$ cat config.mk
export PLATFORM = sky130hd
export DESIGN_NAME = cpd_cell
export DESIGN_NICKNAME = d
export VERILOG_FILES = /design/src/hdl/cpd_pkg.sv /design/src/hdl/cpd_cell.sv
export SDC_FILE = /design/constraint.sdc
export NUM_CORES = 1
export LEC_CHECK = 0
export BUFFER_PORTS_ARGS = -buffer_cell sky130_fd_sc_hd__buf_4
export CAP_MARGIN = 20
export CORE_MARGIN = 1.5
export CORE_UTILIZATION = 30
export CTS_CLUSTER_SIZE = 28
export DETAILED_ROUTE_END_ITERATION = 6
export GPL_ROUTABILITY_DRIVEN = 0
export PLACE_DENSITY_LB_ADDON = 0.1
export SYNTH_ARGS = -nofsm -noshare
export SYNTH_HDL_FRONTEND = slang
export SYNTH_SLANG_ARGS = --single-unit
$ cat constraint.sdc
create_clock -name clk -period 1.9 [get_ports clk]
set_clock_uncertainty 0.2 [all_clocks]
set_input_delay 0.38 -clock clk [delete_from_list [all_inputs] [get_ports clk]]
set_output_delay 0.38 -clock clk [all_outputs]
set_load 0.1 [all_outputs]
$ cat src/hdl/cpd_pkg.sv
// Shared types, constants and pattern transforms for the character pattern dictionary.
// No dependencies; used by cpd_cell and char_pattern_dedup_with_transforms.
`default_nettype none
package cpd_pkg;

	localparam int PAT_W     = 64;
	localparam int PERM_W    = 4;
	localparam int MAX_IDX_W = 12;
	localparam int PERM_LAST = 15;

	localparam logic [1:0] REG_MIRROR_X = 2'd0;
	localparam logic [1:0] REG_MIRROR_Y = 2'd1;
	localparam logic [1:0] REG_ROTATE   = 2'd2;
	localparam logic [1:0] REG_INVERT   = 2'd3;

	typedef struct packed {
		logic                 valid;
		logic                 live;
		logic                 hit;
		logic [PERM_W-1:0]    perm;
		logic [MAX_IDX_W-1:0] idx;
		logic [PAT_W-1:0]     cand;
	} tok_t;

	function automatic logic [PAT_W-1:0] undo_rotation(input logic [PAT_W-1:0] v);
		logic [PAT_W-1:0] r;
		r = '0;
		for (int row = 0; row < 8; row++) begin
			for (int col = 0; col < 8; col++) begin
				r[((col ^ 7) << 3) | row] = v[(row << 3) | col];
			end
		end
		return r;
	endfunction

	function automatic logic [PAT_W-1:0] mirror_columns(input logic [PAT_W-1:0] v);
		logic [PAT_W-1:0] r;
		for (int y = 0; y < 8; y++) begin
			for (int b = 0; b < 8; b++) begin
				r[8*y + b] = v[8*y + 7 - b];
			end
		end
		return r;
	endfunction

	function automatic logic [PAT_W-1:0] mirror_rows(input logic [PAT_W-1:0] v);
		logic [PAT_W-1:0] r;
		for (int y = 0; y < 8; y++) begin
			r[8*y +: 8] = v[8*(7-y) +: 8];
		end
		return r;
	endfunction

	function automatic logic [PAT_W-1:0] apply_perm(input logic [PAT_W-1:0] v,
		input logic [PERM_W-1:0] p);
		logic [PAT_W-1:0] r;
		r = v;
		if (p[3]) r = undo_rotation(r);
		if (p[1]) r = mirror_columns(r);
		if (p[2]) r = mirror_rows(r);
		if (p[0]) r = ~r;
		return r;
	endfunction

endpackage
`default_nettype wire

$ cat src/hdl/cpd_cell.sv
// One dictionary cell: holds one stored pattern and compares the passing item token.
// Depends on cpd_pkg for the token type.
`default_nettype none
module cpd_cell #(
	parameter int CELL_IDX = 0,
	parameter int CNT_W    = 9
) (
	input  wire                  clk,
	input  wire                  arst_n,
	input  cpd_pkg::tok_t        tok_i,
	output cpd_pkg::tok_t        tok_o,
	input  wire [CNT_W-1:0]      count,
	input  wire                  wr_en,
	input  wire [CNT_W-1:0]      wr_idx,
	input  wire [63:0]           wr_data
);
	import cpd_pkg::*;

	logic [PAT_W-1:0] entry_q;
	logic             valid_q;
	tok_t             tok_q;
	tok_t             tok_d;
	logic             hit_here;

	assign hit_here = tok_i.valid && tok_i.live && !tok_i.hit
		&& (CNT_W'(CELL_IDX) < count) && (entry_q == tok_i.cand);

	always_ff @(posedge clk or negedge arst_n) begin
		if (!arst_n) begin
			entry_q <= '0;
		end else if (wr_en && wr_idx == CNT_W'(CELL_IDX)) begin
			entry_q <= wr_data;
		end
	end

	always_ff @(posedge clk or negedge arst_n) begin
		if (!arst_n) begin
			valid_q <= 1'b0;
		end else begin
			valid_q <= tok_i.valid;
		end
	end

	always_comb begin
		tok_d = tok_i;
		if (hit_here) begin
			tok_d.hit = 1'b1;
			tok_d.idx = MAX_IDX_W'(CELL_IDX);
		end
	end

	always_ff @(posedge clk) begin
		tok_q <= tok_d;
	end

	always_comb begin
		tok_o       = tok_q;
		tok_o.valid = valid_q;
	end

endmodule
`default_nettype wire

Word level (Yosys, flattened, before mapping)
Cells that the tools add are included. W data, S select, Z words.

Bits in registers: 147.

Order comparisons: 1. Equality and inequality tests: 1. Reductions and logical operators: 7.

Operator list (number): $eq A64 B64 Y1 (1); $logic_not A9 Y1 (1); $lt A1 B9 Y1 const A (1); $logic_and A1 B1 Y1 (5); $logic_not A1 Y1 (1).

Longest topological paths before layout
Gate-level depths: netlist of run 1.

Word-level depth: 4. Depth in mapped cells: 6.

Least setup slack after synthesis of run 1
No wires, ideal clock.

Path type: input port to flip-flop. From: in tok_i[47] (netlist bit). To: reg tok_q (netlist bit tok_o[65]). Arrival: 1.422 ns. Required time: 1.582 ns. Path slack: 0.160 ns. Cell stages on the path: 6. Cells stage by stage: xor2_1 -> nor4_2 -> nand4_1 -> nor3_2 -> buf_6 -> a21boi_2.

Cells in the longest elaborated chain, start to end: 2.

RTL lines: from (decl) (line cpd_cell.sv:10) `input cpd_pkg::tok_t tok_i,`; $eq A64 B64 Y1 (line cpd_cell.sv:26) `&& (CNT_W'(CELL_IDX) < count) && (entry_q == tok_i.cand);`; $logic_and A1 B1 Y1 (line cpd_cell.sv:26); to (signal assigned) (line cpd_cell.sv:53) `tok_q <= tok_d;`; to (decl) (line cpd_cell.sv:21) `tok_t tok_q;`.

No other way between the ends. A chain may end at the register's enable or synchronous reset.

Worst setup path in the final report of run 1
From: reg entry_q[43]. To: reg tok_q (netlist bit tok_o[68]).

Cells in the longest elaborated chain, start to end: 2.

RTL lines: from (decl) (line cpd_cell.sv:19) `logic [PAT_W-1:0] entry_q;`; from (signal assigned) (line cpd_cell.sv:32) `entry_q <= wr_data;`; $eq A64 B64 Y1 (line cpd_cell.sv:26); $logic_and A1 B1 Y1 (line cpd_cell.sv:26).

No other way between the ends.

==> results.txt, run 1 <==
Initial drt markers = 81
Worst Hold Launch = tok_i[72]
CTS H-tree lvls = 4
HP Class = input pin to flop
Measured slew at the worst slew-check pin = 381 ps
Pleak = 4.53 nW
Min-Delay Endpoint = tok_o[72]$_SDFF_PP0_
Root Driver = clkbuf_16
R2r startpoint = entry_q[43]$_DFFE_PN0P_
CP required = 2000 ps
Fin crit share = 107%
Synth area leaders = dfxtp_1 (33%), dfrtp_1 (32%), mux2_2 (14%)
Initial antenna violation count = 0
Reg2Reg Depth = 7
Largest net degree at the start of global routing = 66
Vias = 4049
Syn_area_per_cell = 15.3 sq um
Largest family of logic cells by synthesized area = multiplexers
Fin worst setup slack = -138 ps
Commonest non-fill, non-tap cell in the layout = buf_4
R2R Path End = tok_o[68]$_SDFF_PP0_
Dpl hpwl = 9170 um
Drt wl/cell = 13.9 um
Mapped Cells = 328
Ratio of cells with drive above 1 in the final layout = 48.7%
Core area = 16500 sq um
Endpoints failing setup = 13
Synth Area in Simple Gates = 4.56%
Setup CP Type = flop to flop
Buffers on Ports = 250
Crit-path max FO = 10
Synth top area share = 32.7%
Synthesized flop and latch total = 147
Initial cell density of the core = 30.5%
Die footprint = 17500 sq um
Commonest non-fill, non-tap cells in the layout = buf_4 (256), dlygate4sd3_1 (145), dfxtp_1 (82)
Clock Latency Late Sink = 410 ps
Synth Cell Area = 5020 sq um
Fmax = 491 MHz
Max IR drop VDD = 580 uV
ANT nets after route = 0
Worst EP arrival = 2140 ps
Syn nets = 496
Yosys warnings = 0
Post-synth ARST share = 44.2%
Final Hold Vio Count = 0
DIE WIDTH = 132 um
Vias in the first global route = 4430
Max Cap Violations = 0
Minimum period implied by the final worst setup slack = 2040 ps
Clock Path Buffers = 2
Number of fillers in the final layout = 1432
Site row count = 47
Final std cells w/o fill = 975
Synth cell types = 21
TritonCTS clock tree = yes
Grt total ovfl = 0
DR vias/cell = 4.15
CTS clk-pin slew, worst paths = 60 ps
Synth area leader = dfxtp_1
Clock sink total = 147
IO Pins = 251
Slew HR = 74.4%
Setup crit end kind = flop
Fin Setup TNS = -1680 ps
Dpl cells = 797
Compound-Gate Fraction of Synth Area = 2.72%
Synth Area in Adders = 0%
DRT Pass-1 Iters = 4
Crit start category = flop
Register area share after synthesis = 65.1%
Clock buffer count from CTS = 17
Place WS = -355 ps
Pwr Density = 869 nW/um^2
Reg2reg setup slack = -140 ps
Core Util, Final = 55.9%
Status = finished with violations
Die H = 132 um
ANT cells = 0
Most used flip-flop cell after synthesis = dfxtp_1
Net count, final = 910
Layout area overhead = 83.6%
Violated checks = negative setup slack
Post-synthesis mux area share = 14.4%
Unrepaired setup endpoints after global routing = true
Hold Path Stages = 2
Post-synth EDFFs = 0
Post-Synth XOR/XNOR Area = 11.2%
Fin. max-slew vios = 0
DRC = 0
First-pass GRT wire length = 21700 um
Total GRT Usage = 15.9%
Drt total wl = 13600 um
[registers in the layout, summed over array words and instances (netlist names)]
register	cells
valid_q	1
tok_o	82
entry_q	64
[what timing repair did]
action	4_1_cts	5_1_grt
pin swaps	2	0
buffers inserted	0	1
gates cloned	0	0
hold buffers	145	0
setup endpoints to repair	13	13
hold endpoints to repair	209	0
resized for setup	2	0
[worst max path at each step]
stage	endpoint	slack, ps	cells past startpoint	start
final	tok_o[68]$_SDFF_PP0_	-140	7	entry_q[43]$_DFFE_PN0P_
after global placement	tok_o[74]$_SDFF_PP0_	-330	8	tok_i[43]
after floorplan	tok_o[65]$_SDFF_PP0_	160	6	tok_i[47]
after global routing	tok_o[64]$_SDFF_PP0_	-250	6	entry_q[47]$_DFFE_PN0P_
after detailed placement	tok_o[72]$_SDFF_PP0_	-360	8	tok_i[43]
after CTS	tok_o[72]$_SDFF_PP0_	-180	7	entry_q[43]$_DFFE_PN0P_
[per-stage QoR]
step / hold WS (ps) / area, sq um / power, mW
CTS: 3.85 / 9200 / 8.09
global route: 9.54 / 9210 / 8.31
global placement: 217 / 7180 / 4.66
finish: 15.4 / 9210 / 8.00
floorplan: -116 / 5020 / 4.15
detailed placement: 221 / 7180 / 4.67
[routing by layer]
metal	part of all wire, %	GRT usage (%)	up-vias
met3	6.1	5.07	19
met2	50	26.9	146
met5	0	0	-
li1	-	-	1961
met1	42	18.7	1923
met4	2.0	6.53	0
[power breakdown]
group / total [mW] / switching, mW / internal, mW
Combinational: 1.56 / 0.937 / 0.623
Clock: 3.16 / 1.22 / 1.94
Sequential: 3.28 / 0.0486 / 3.24
Total: 8.00 / 2.20 / 5.80
[cells by family (layout without fill, tap and decap cells)]
kind of cell / Yosys count / after routing
AO/OA/AOI/OAI: 13 / 13
XOR/XNOR: 64 / 64
buffers and inverters: 10 / 437
flip-flops: 147 / 147
multiplexers: 64 / 64
AND/OR/NAND/NOR: 30 / 30
[cell usage after synthesis, types with 2 or more instances]
library cell and n:
xnor2_1 4, mux2_2 64, xor2_1 60, nor3_1 2, nand4_1 5, a21boi_0 2
nor4_2 4, nor4_1 13, buf_6 8, dfrtp_1 65, dfxtp_1 82, a21boi_2 10
[worst max-delay path: stages, from the launching register on]
cell and delay, ps:
dfrtp_1 390, xor2_1 160, nor4_2 340, buf_4 160, nand4_1 130, nor4_4 290, buf_12 190, a21boi_2 60
[layout make-up]
class                           count  area [sq um]  area share [%]
Timing Repair Buffer              405          3450            37.5
Sequential cell                   147          3270            35.5
Multi-Input combinational cell    171          1660            18.0
Clock buffer                       28           507            5.50
Tap cell                          220           275            2.99
Clock inverter                      4          47.5           0.516
Power figures use the tool's default switching activity.
==> run 2: changes to the inputs <==
--- a/config.mk
+++ b/config.mk
@@ -5,7 +5,7 @@
 export SDC_FILE = /design/constraint.sdc
 export NUM_CORES = 1
 export LEC_CHECK = 0
-export BUFFER_PORTS_ARGS = -buffer_cell sky130_fd_sc_hd__buf_4
+export BUFFER_PORTS_ARGS = -buffer_cell sky130_fd_sc_hd__buf_2
 export CAP_MARGIN = 20
 export CORE_MARGIN = 1.5
 export CORE_UTILIZATION = 30
==> constraint.sdc (replaced) <==
create_clock -name clk -period 2 [get_ports clk]
set_clock_uncertainty 0.2 [all_clocks]
set_input_delay 0 -clock clk [delete_from_list [all_inputs] [get_ports clk]]
set_output_delay 0 -clock clk [all_outputs]
set_load 0.1 [all_outputs]
==> results.txt, run 2 (same netlist as run 1, synthesis figures left out) <==
Place WS = -113 ps (+242 ps)
Pleak = 4.40 nW (-2.9%)
Endpoints failing setup = 5 (-8)
Max IR drop VDD = 548 uV (-5.7%)
Int Pwr = 5.59 mW (-3.6%)
Clock sink total = 147 (unchanged)
IO Pins = 251 (unchanged)
Vias = 4005 (-1.1%)
R2r startpoint = entry_q[43]$_DFFE_PN0P_
Fmax = 498 MHz (+1.5%)
Commonest non-fill, non-tap cell in the layout = buf_2
Pwr Density = 881 nW/um^2 (+1.5%)
Fin worst setup slack = -7.16 ps (+131 ps)
ANT cells = 0 (unchanged)
Core area = 16500 sq um (unchanged)
Core Util, Final = 53.1% (-2.8 points)
Buffers on Ports = 250 (unchanged)
Layout area overhead = 74.3%
Worst EP arrival = 2110 ps (-30 ps)
Dpl hpwl = 9230 um (+0.69%)
Fin. max-slew vios = 0 (unchanged)
Die H = 132 um (unchanged)
Dpl cells = 796 (-0.13%)
Setup crit end kind = flop
Crit-path max FO = 5 (-5)
Initial drt markers = 112 (+38%)
Fin Setup TNS = -24.6 ps (+1660 ps)
Max FFs per register = 82 (unchanged)
Initial antenna violation count = 0 (unchanged)
CP required = 2100 ps (+100 ps)
Ratio of cells with drive above 1 in the final layout = 49.4% (+0.67 points)
CTS clk-pin slew, worst paths = 60 ps (about the same)
DRC = 0 (unchanged)
Measured slew at the worst slew-check pin = 507 ps (+126 ps)
DR vias/cell = 4.08 (-1.7%)
Worst Hold Launch = tok_i[79]
DRT Pass-1 Iters = 4 (unchanged)
Grt total ovfl = 0 (unchanged)
HP Class = input pin to flop
Register area = 3270 sq um (unchanged)
Initial cell density of the core = 30.5% (unchanged)
TritonCTS clock tree = yes
Minimum period implied by the final worst setup slack = 2010 ps (-30.6 ps)
Final Hold Vio Count = 0 (unchanged)
Die footprint = 17500 sq um (unchanged)
Site row count = 47 (unchanged)
Root Driver = clkbuf_16
Total GRT Usage = 16.0% (+0.033 points)
Unrepaired setup endpoints after global routing = true
Crit start category = flop
Psw = 2.12 mW (-3.9%)
Fin crit share = 100% (-6.9 points)
Switching share of power = 27.5% (-0.071 points)
Max Cap Violations = 0 (unchanged)
Clock buffer count from CTS = 17 (unchanged)
Drt total wl = 13500 um (-0.56%)
Clock Latency Late Sink = 410 ps (about the same)
ANT nets after route = 0 (unchanged)
Hold WS = 31.8 ps (+16.4 ps)
Sequential share of power = 40.4% (-0.7 points)
Worst setup path startpoint = entry_q[43]$_DFFE_PN0P_
Design Area, Final = 8740 sq um (-5.1%)
Dpl cell area = 6550 sq um (-8.8%)
CTS H-tree lvls = 4 (unchanged)
Vias in the first global route = 4397 (-0.74%)
Largest net degree at the start of global routing = 65 (-1.5%)
Number of fillers in the final layout = 1442 (+0.70%)
Final Power = 7.71 mW (-3.7%)
Multi-input gate area = 1660 sq um (unchanged)
Status = finished with violations
Clock share of power = 42.1% (+2.7 points)
Clock Path Buffers = 2 (unchanged)
DIE WIDTH = 132 um (unchanged)
First-pass GRT wire length = 21700 um (about the same)
Comb pwr share = 17.5% (-2.0 points)
Commonest non-fill, non-tap cells in the layout = buf_2 (249), dlygate4sd3_1 (149), dfxtp_1 (82)
Final std cells w/o fill = 981 (+0.62%)
Net count, final = 916 (+0.66%)
Slew HR = 66.4% (-7.9 points)
Violated checks = negative setup slack
Drt wl/cell = 13.7 um (-1.2%)
Setup CP Type = flop to flop
run 2: cell types whose count changed in the layout (fill, tap and decap cells not counted), sizes merged:
cell,delta
inv,+1
clkbuf,-1
clkinv,+2
clkinvlp,-1
buf,+1
dlygate4sd3,+4
run 2: final cells by class:
cell class                      count  area share (%)
Multi-Input combinational cell    171            19.0
Tap cell                          220            3.15
Sequential cell                   147            37.4
Clock inverter                      6           0.687
Clock buffer                       26            6.43
Timing Repair Buffer              411            33.4
run 2: power groups by stage:
stage / logic [mW] / clock network [mW] / registers, mW
floorplan: 0.132 / 0 / 3.81
global placement: 1.11 / 0 / 3.17
detailed placement: 1.11 / 0 / 3.17
CTS: 1.36 / 3.33 / 3.11
global route: 1.41 / 3.48 / 3.13
finish: 1.35 / 3.25 / 3.11
run 2: worst max-delay path: stages, from the launching register on:
cell       delay [ps]
dfrtp_1           380
xor2_1            170
nor4_2            310
buf_4             150
nand4_1           140
nor4_4            180
buf_6             160
clkbuf_16         140
a21boi_2           40
run 2: worst paths after layout:
kind                                                 to  slack, ps  depth (start not counted)
worst max-delay path               tok_o[74]$_SDFF_PP0_         -7                          8
worst min-delay path                  tok_o[79]$_DFF_P_         30                          2
worst max register to register     tok_o[74]$_SDFF_PP0_         -7                          8
worst min register to register  entry_q[20]$_DFFE_PN0P_        330                          1
max in group asynchronous       entry_q[17]$_DFFE_PN0P_        930                          4
min in group asynchronous        entry_q[6]$_DFFE_PN0P_        460                          4
run 2: metal layers:
metal	share of wire (%)	routed length [um]	global-route usage [%]	up-vias
li1	-	-	-	1971
met4	1.7	230	7.02	0
met5	0	0	0	-
met2	51	6860	27.6	154
met3	5.3	718	4.34	18
met1	42	5660	18.5	1862
run 2: repair_timing:
action	4_1_cts	5_1_grt
gates cloned	0	1
pin swaps	2	6
buffers inserted	1	1
gates resized for setup	2	3
hold buffers	150	0
setup endpoints to repair	13	13
endpoints found under the hold margin	212	0
